--- config.mk ---
export PLATFORM = sky130hd
export DESIGN_NAME = lsrk_mul
export DESIGN_NICKNAME = d
export VERILOG_FILES = /design/src/rtl/core/lsrk_pkg.sv /design/src/rtl/core/lsrk_mul.sv
export SDC_FILE = /design/constraint.sdc
export NUM_CORES = 2
export LEC_CHECK = 0
export BUFFER_PORTS_ARGS = -buffer_cell sky130_fd_sc_hd__buf_2
export CAP_MARGIN = 5
export CELL_PAD_IN_SITES_DETAIL_PLACEMENT = 2
export CELL_PAD_IN_SITES_GLOBAL_PLACEMENT = 2
export CORE_MARGIN = 5
export CORE_UTILIZATION = 32
export CTS_CLUSTER_SIZE = 40
export DETAILED_ROUTE_END_ITERATION = 16
export PLACE_DENSITY = 0.63
export SYNTH_ARGS = -nofsm -noshare
export SYNTH_HDL_FRONTEND = slang
export SYNTH_SLANG_ARGS = --single-unit
--- constraint.sdc ---
create_clock -name clk_i -period 23.2 [get_ports clk_i]
set_clock_uncertainty 0.2 [all_clocks]
set_input_delay 4.64 -clock clk_i [delete_from_list [all_inputs] [get_ports clk_i]]
set_output_delay 4.64 -clock clk_i [all_outputs]
set_load 0.01 [all_outputs]
--- src/rtl/core/lsrk_pkg.sv ---
// Shared types, constants and coefficient helpers of the cell update core.
`timescale 1ns / 1ps

package lsrk_pkg;

  // Field widths
  localparam int VALUE_W    = 32;
  localparam int DT_W       = 32;
  localparam int DT_FRAC    = 24;
  localparam int STAGE_W    = 3;
  localparam int ORDER_W    = 3;
  localparam int CFG_IDX_W  = 1;
  localparam int CFG_DATA_W = 32;
  localparam int LIMB_W     = 32;
  localparam int RAT_W      = 64;

  // Cycles from an accepted word to its result strobe
  localparam int RESULT_LAT = 7;

  // Register indexes
  localparam logic [CFG_IDX_W-1:0] CFG_SCHEME_ORDER = 1'b0;
  localparam logic [CFG_IDX_W-1:0] CFG_TIME_STEP    = 1'b1;

  // Register reset values and order code
  localparam logic [ORDER_W-1:0] ORDER_RESET = 3'd3;
  localparam logic [ORDER_W-1:0] ORDER_FOURTH = 3'd4;
  localparam logic [DT_W-1:0]    DT_RESET    = 32'h0100_0000;

  // Stage counts of the two schemes
  localparam logic [STAGE_W-1:0] STAGES_THREE = 3'd3;
  localparam logic [STAGE_W-1:0] STAGES_FIVE  = 3'd5;

  // Coefficient magnitudes as exact rationals (all nonzero cA are negative)
  localparam logic [RAT_W-1:0] A3_NUM [3] = '{64'd0, 64'd5, 64'd153};
  localparam logic [RAT_W-1:0] A3_DEN [3] = '{64'd1, 64'd9, 64'd128};
  localparam logic [RAT_W-1:0] B3_NUM [3] = '{64'd1, 64'd15, 64'd8};
  localparam logic [RAT_W-1:0] B3_DEN [3] = '{64'd3, 64'd16, 64'd15};
  localparam logic [RAT_W-1:0] A4_NUM [5] = '{64'd0, 64'd567301805773,
    64'd2404267990393, 64'd3550918686646, 64'd1275806237668};
  localparam logic [RAT_W-1:0] A4_DEN [5] = '{64'd1, 64'd1357537059087,
    64'd2016746695238, 64'd2091501179385, 64'd842570457699};
  localparam logic [RAT_W-1:0] B4_NUM [5] = '{64'd1432997174477, 64'd5161836677717,
    64'd1720146321549, 64'd3134564353537, 64'd2277821191437};
  localparam logic [RAT_W-1:0] B4_DEN [5] = '{64'd9575080441755, 64'd13612068292357,
    64'd2090206949498, 64'd4481467310338, 64'd14882151754819};

  typedef struct packed {
    logic [STAGE_W-1:0]        stage;
    logic                      in_interior;
    logic signed [VALUE_W-1:0] cell_value;
    logic signed [VALUE_W-1:0] cell_tendency;
  } lsrk_in_t;

  typedef struct packed {
    logic signed [VALUE_W-1:0] new_value;
    logic signed [VALUE_W-1:0] new_tendency;
    logic                      saturated;
    logic                      bad_stage;
  } lsrk_out_t;

  // num/den rounded to nearest (ties up) with frac fraction bits; ratio is below 2
  function automatic logic [RAT_W-1:0] coef_fixed(input logic [RAT_W-1:0] num,
                                                  input logic [RAT_W-1:0] den,
                                                  input int frac);
    logic [RAT_W-1:0] q;
    logic [RAT_W-1:0] rem;
    q   = (num >= den) ? 64'd1 : 64'd0;
    rem = (num >= den) ? num - den : num;
    for (int i = 0; i < frac; i++) begin
      rem = rem << 1;
      q   = q << 1;
      if (rem >= den) begin
        q   = q | 64'd1;
        rem = rem - den;
      end
    end
    rem = rem << 1;
    if (rem >= den) begin
      q = q + 64'd1;
    end
    return q;
  endfunction

endpackage

--- src/rtl/core/lsrk_mul.sv ---
// Two-stage limb multiplier: registered 32x32 partial products, then a registered sum.
`timescale 1ns / 1ps

module lsrk_mul #(
  parameter int A_W = 31,
  parameter int B_W = 32
) (
  input  logic               clk_i,
  input  logic [A_W-1:0]     a_i,
  input  logic [B_W-1:0]     b_i,
  output logic [A_W+B_W-1:0] p_o
);
  import lsrk_pkg::*;

  localparam int NA    = (A_W + LIMB_W - 1) / LIMB_W;
  localparam int NB    = (B_W + LIMB_W - 1) / LIMB_W;
  localparam int PAD_A = NA * LIMB_W;
  localparam int PAD_B = NB * LIMB_W;
  localparam int SUM_W = PAD_A + PAD_B;

  logic [PAD_A-1:0]      a_pad;
  logic [PAD_B-1:0]      b_pad;
  logic [2*LIMB_W-1:0]   pp_q [NA][NB];
  logic [SUM_W-1:0]      sum_d;
  logic [A_W+B_W-1:0]    p_q;

  assign a_pad = PAD_A'(a_i);
  assign b_pad = PAD_B'(b_i);

  // stage 1: one 32x32 product per limb pair
  always_ff @(posedge clk_i) begin
    for (int i = 0; i < NA; i++) begin
      for (int j = 0; j < NB; j++) begin
        pp_q[i][j] <= a_pad[i*LIMB_W +: LIMB_W] * b_pad[j*LIMB_W +: LIMB_W];
      end
    end
  end

  // stage 2: weighted sum of the partial products
  always_comb begin
    sum_d = '0;
    for (int i = 0; i < NA; i++) begin
      for (int j = 0; j < NB; j++) begin
        sum_d = sum_d + (SUM_W'(pp_q[i][j]) << (LIMB_W * (i + j)));
      end
    end
  end

  always_ff @(posedge clk_i) begin
    p_q <= sum_d[A_W+B_W-1:0];
  end

  assign p_o = p_q;

endmodule

After elaboration in Yosys (flattened, before gate mapping)
Memories as Yosys holds them, arrays and structs flattened. A register that Yosys moved wholly into a read port is not among the register bits.
Cells that the tools add are included.
Storage, ports and cells
  flip-flop bits (word level): 0
  bits in writable memories: 63
  input port bits: 64
  output and inout bits: 63
  word-level logic and storage cells: 2
  memories: 1
Operators by class
  multiply operators: 1
Memories
  pp_q: words 1, bits a word 63, read ports 1, clocked after memory_dff 1, write ports 1, line lsrk_mul.sv:23  | logic [2*LIMB_W-1:0] pp_q [NA][NB];
Operators with widths (count)
  $mul A31 B32 Y63: 1

Depth between registers and ports, before layout
  depth after elaboration: 1
  gate-level depth with buffers: 27
  depth with buffers taken out: 25

Least setup slack after synthesis
Ideal clock, no wire load.
  path type: input to register
  start point: input port a_i[8]
  end point: memory pp_q[0][60] (netlist name)
  setup time: 0.062 ns
  arrival time: 11.582 ns
  required time: 22.938 ns
  slack: 11.357 ns
  cell stages on the path: 24
  path buffers: 2
  cells stage by stage: clkbuf_1 and2_1 fa_1 fa_1 inv_1 fa_1 fa_1 inv_1 fa_1 fa_1 fa_1 inv_1 fa_1 inv_1 ha_1 buf_4 nand4_1 or2_4 or4_1 o2111a_2 o31ai_4 a21oi_2 or4_1 nand3_1
Between the ends
  word-level cells in the longest chain between the ends: 1
Ends and longest elaborated chain
  from (decl): line lsrk_mul.sv:9  | input logic [A_W-1:0] a_i,
  $mul A31 B32 Y63: line lsrk_mul.sv:34  | pp_q[i][j] <= a_pad[i*LIMB_W +: LIMB_W] * b_pad[j*LIMB_W +: LIMB_W];
  to (decl): line lsrk_mul.sv:23
No other way between the ends.

Worst setup path in the final report
  start point: input port a_i[8]
  end point: memory pp_q[0][58] (netlist name)
The elaborated chain is that of the path after synthesis.

==> impl_table.tex <==
\begin{tabular}{lr}
\hline
Metric & Value \\
\hline
\multicolumn{2}{l}{\textbf{Status}} \\
Outcome & complete, no violations \\
\multicolumn{2}{l}{\textbf{Clocking}} \\
Setup Fix Bufs, Post-CTS & 0 \\
Clk sink count & 126 \\
\# hold bufs at CTS & 0 \\
Later-pin clock latency in the skew report & 430 ps \\
Number of resized instances in the post-cts repair step & 0 \\
CTS H-tree lvls & 4 \\
Total CTS buffers & 17 \\
Clock slew at reported path FFs & 60 ps \\
Clk root buf & sky130\_fd\_sc\_hd\_\_clkbuf\_16 \\
TritonCTS clock tree & done \\
Max clock buf depth & 2 \\
\multicolumn{2}{l}{\textbf{Logic synthesis}} \\
YS warnings & 0 \\
Number of enable flip-flop cells after synthesis & 0 \\
Main combinational cell family by area after synthesis & adder cells \\
Sequential cell area fraction in the yosys report & 7.283\% \\
Fraction of synthesized cell area in xor and xnor cells & 1.467\% \\
Share of synthesized flip-flops with an asynchronous set or reset & 0\% \\
Adder and majority cell fraction of the synthesized area & 59.31\% \\
Multiplexer area fraction after synthesis & 0.02890\% \\
Prevailing post-synth register cell & sky130\_fd\_sc\_hd\_\_dfxtp\_1 \\
Avg Synthesized Cell Area & 9.421 um2 \\
Synthesized netlist cell count & 3676 \\
Unique masters post-synth & 66 \\
Net count after synthesis & 4862 \\
Simple-gate share of the synthesized area & 16.84\% \\
Synthesized area & 34630 um2 \\
Post-synthesis sequential element count & 126 \\
Fraction of the mapped netlist area in compound gates & 4.021\% \\
\multicolumn{2}{l}{\textbf{STA}} \\
Post-route setup TNS & 0 ps \\
Final period util & 54.50\% \\
Clock period minus worst slack & 12640 ps \\
Final Hold Viols & 0 \\
Setup violations, final & 0 \\
Relative slew margins & 16.04\% \\
RSZ-0062 raised after global routing & no \\
Final slew viol count & 0 \\
Measured slew at the worst slew-check pin & 1251 ps \\
Maximum clock frequency & 79.10 MHz \\
Final setup margin & 10560 ps \\
\multicolumn{2}{l}{\textbf{Floorplanning}} \\
Area enclosed by the die boundary & 114900 um2 \\
Die Wd & 339.0 um \\
Starting density of the core & 32.26\% \\
Count of standard-cell rows & 120 \\
Height of the chip & 339.0 um \\
Top Ports & 127 \\
Placeable core region & 107400 um2 \\
\multicolumn{2}{l}{\textbf{Setup path}} \\
Worst reg2reg startpoint & pp\_q[0][60] \\
Register-to-register path setup slack & 22550 ps \\
Largest stage delay, worst path & 660 ps \\
Most used cell along the critical path & sky130\_fd\_sc\_hd\_\_fa\_1 \\
Element type at the critical path end & register \\
Type of the worst setup path & input pin to register \\
R2R depth & 0 \\
Worst path slowest cell & sky130\_fd\_sc\_hd\_\_a2111oi\_0 \\
Combined buffer and inverter count along the critical path & 3 \\
Kind of start point of the critical path & input pin \\
Cell breakdown of the critical path & buf\_2, and2\_1, fa\_1, fa\_1, inv\_1, fa\_1, fa\_1, inv\_1, fa\_1, fa\_1, fa\_1, fa\_1, ha\_1, and2\_1, nand3\_1, nand2b\_1, a211oi\_1, o2111ai\_1, a2111oi\_0, nor2\_1, o311ai\_0 \\
Required time at the endpoint of the critical path & 23320 ps \\
Crit path arrival time & 12760 ps \\
Top Family by Delay on Critical Path & adder cells \\
Levels on crit path & 21 \\
Capture point of the worst reg-to-reg path & p\_o[60] \\
Maximum fanout along the worst path & 32 \\
\multicolumn{2}{l}{\textbf{Route}} \\
Via count normalized by instance count & 4.767 \\
Antenna violation net count after detailed routing & 0 \\
DRC violation count after routing & 0 \\
Iteration count of the initial detailed-routing pass & 4 \\
Number of DRC markers in iteration 0 & 785 \\
Detailed-route via count & 24130 \\
Routed Wire Length & 117400 um \\
Per-cell routed wire length & 23.20 um \\
\multicolumn{2}{l}{\textbf{Finish}} \\
Layout-stage area growth over the synthesis result & 6.853\% \\
NumNets Final & 4827 \\
Share of layout cells above drive strength 1 & 5.667\% \\
\multicolumn{2}{l}{\textbf{Flow run}} \\
Total of max-cap violations & 0 \\
\multicolumn{2}{l}{\textbf{GRT}} \\
Antenna violations before repair & 9 \\
Number of global-route vias before repair & 29180 \\
Total congestion overflow after global routing & 0 \\
GRT Resource Usage Total & 20.79\% \\
First-pass GRT wire length & 181200 um \\
Pin count of the biggest net entering global routing & 33 \\
\multicolumn{2}{l}{\textbf{Worst hold path}} \\
Worst Hold Depth & 0 \\
Hold\_sp & pp\_q[0][20] \\
Classification of the worst-slack hold path & register to register \\
Sink of the worst hold path & p\_o[20] \\
\multicolumn{2}{l}{\textbf{Placed design}} \\
Last weighted congestion value of the routability-driven placer & 0.8046 \\
Number of port buffers & 126 \\
DP HPWL & 95940 um \\
Worst setup slack before clock tree synthesis & 10010 ps \\
\hline
\end{tabular}
## cells in the mapped netlist, drive strengths merged, types with 34 or more instances
master,number,area share [%]
nand2,515,5.6
o21ai,34,0.49
nor2,35,0.38
a21o,42,0.92
ha,256,9.2
and2,530,9.6
inv,801,8.7
a21oi,59,0.86
dfxtp,126,7.3
xnor2,36,0.91
fa,866,50
clkbuf,196,2.1
## layer usage
metal	vias to the layer above	routed length (um)	GRT usage, %
li1	10630	-	-
met1	13070	46040	23.98
met2	286	63920	39.79
met3	148	1997	1.821
met4	8	5433	7.815
met5	-	47	0
## final cells by class
class                   instances  area [um2]
fillers                     11880       70350
multi-input cells            2542       28280
inverters                     801        3007
flip-flops and latches        126        2522
well taps                    1403        1755
repair buffers                153       833.3
clock buffers                  17       425.4
clock inverters                14       167.7
diodes                          6       15.01
## layout by cell type, fill, tap and decap left out, types with 4 or more instances in the layout
cell	count
sky130_fd_sc_hd__a21boi_0	4
sky130_fd_sc_hd__o211ai_1	4
sky130_fd_sc_hd__xor2_1	22
sky130_fd_sc_hd__clkinv_2	5
sky130_fd_sc_hd__o21a_1	8
sky130_fd_sc_hd__dfxtp_1	126
sky130_fd_sc_hd__and3_1	9
sky130_fd_sc_hd__nand2_1	514
sky130_fd_sc_hd__o31ai_1	4
sky130_fd_sc_hd__clkinv_4	4
sky130_fd_sc_hd__nor2b_1	6
sky130_fd_sc_hd__nand3_1	11
sky130_fd_sc_hd__o21ai_0	34
sky130_fd_sc_hd__a21oi_1	58
sky130_fd_sc_hd__a31oi_1	9
sky130_fd_sc_hd__fa_1	866
sky130_fd_sc_hd__buf_2	126
sky130_fd_sc_hd__a211oi_1	11
sky130_fd_sc_hd__nor2_1	35
sky130_fd_sc_hd__nor3_1	9
sky130_fd_sc_hd__diode_2	6
sky130_fd_sc_hd__buf_4	27
sky130_fd_sc_hd__a21o_2	4
sky130_fd_sc_hd__o21bai_1	6
sky130_fd_sc_hd__a21o_1	38
sky130_fd_sc_hd__xnor2_1	36
sky130_fd_sc_hd__and2_1	528
sky130_fd_sc_hd__inv_1	801
sky130_fd_sc_hd__clkbuf_16	17
sky130_fd_sc_hd__ha_1	256
sky130_fd_sc_hd__nand4_1	14
sky130_fd_sc_hd__nand2b_1	5
## metrics by stage
stage          std cells  hold slack (ps)  cell area (um2)  utilization, %
2_1_floorplan       3676            109.6            34630               -
3_3_place_gp        5025            110.8            36400           33.91
3_5_place_dp        5025            114.3            36400           33.91
4_1_cts             5056            126.0            36990           34.46
5_1_grt             5059            129.3            37000           34.47
6_report            5062            124.4            37010           34.47
## worst max-delay path by stage
stage | end | slack [ps] | start
finish | pp_q[0][58] | 10560 | a_i[8]
global route | pp_q[0][58] | 10070 | b_i[14]
CTS | pp_q[0][58] | 10430 | a_i[8]
detailed placement | pp_q[0][58] | 10010 | a_i[8]
global placement | pp_q[0][58] | 10080 | a_i[8]
floorplan | pp_q[0][60] | 11360 | a_i[8]
## kinds of logic after synthesis
kind of cell    count (synthesis)
buf+inv                      1008
fa+ha+maj                    1122
flops                         126
simple gates                 1152
mux                             1
xor+xnor                       58
compound gates                209
## sequential cells by signal, summed over array words and instances, names as in the netlist
name	flops
p_o	63
pp_q	63
Power is not shown: default switching activity piles up to over one toggle a cycle in this logic, so the estimate is an artifact.
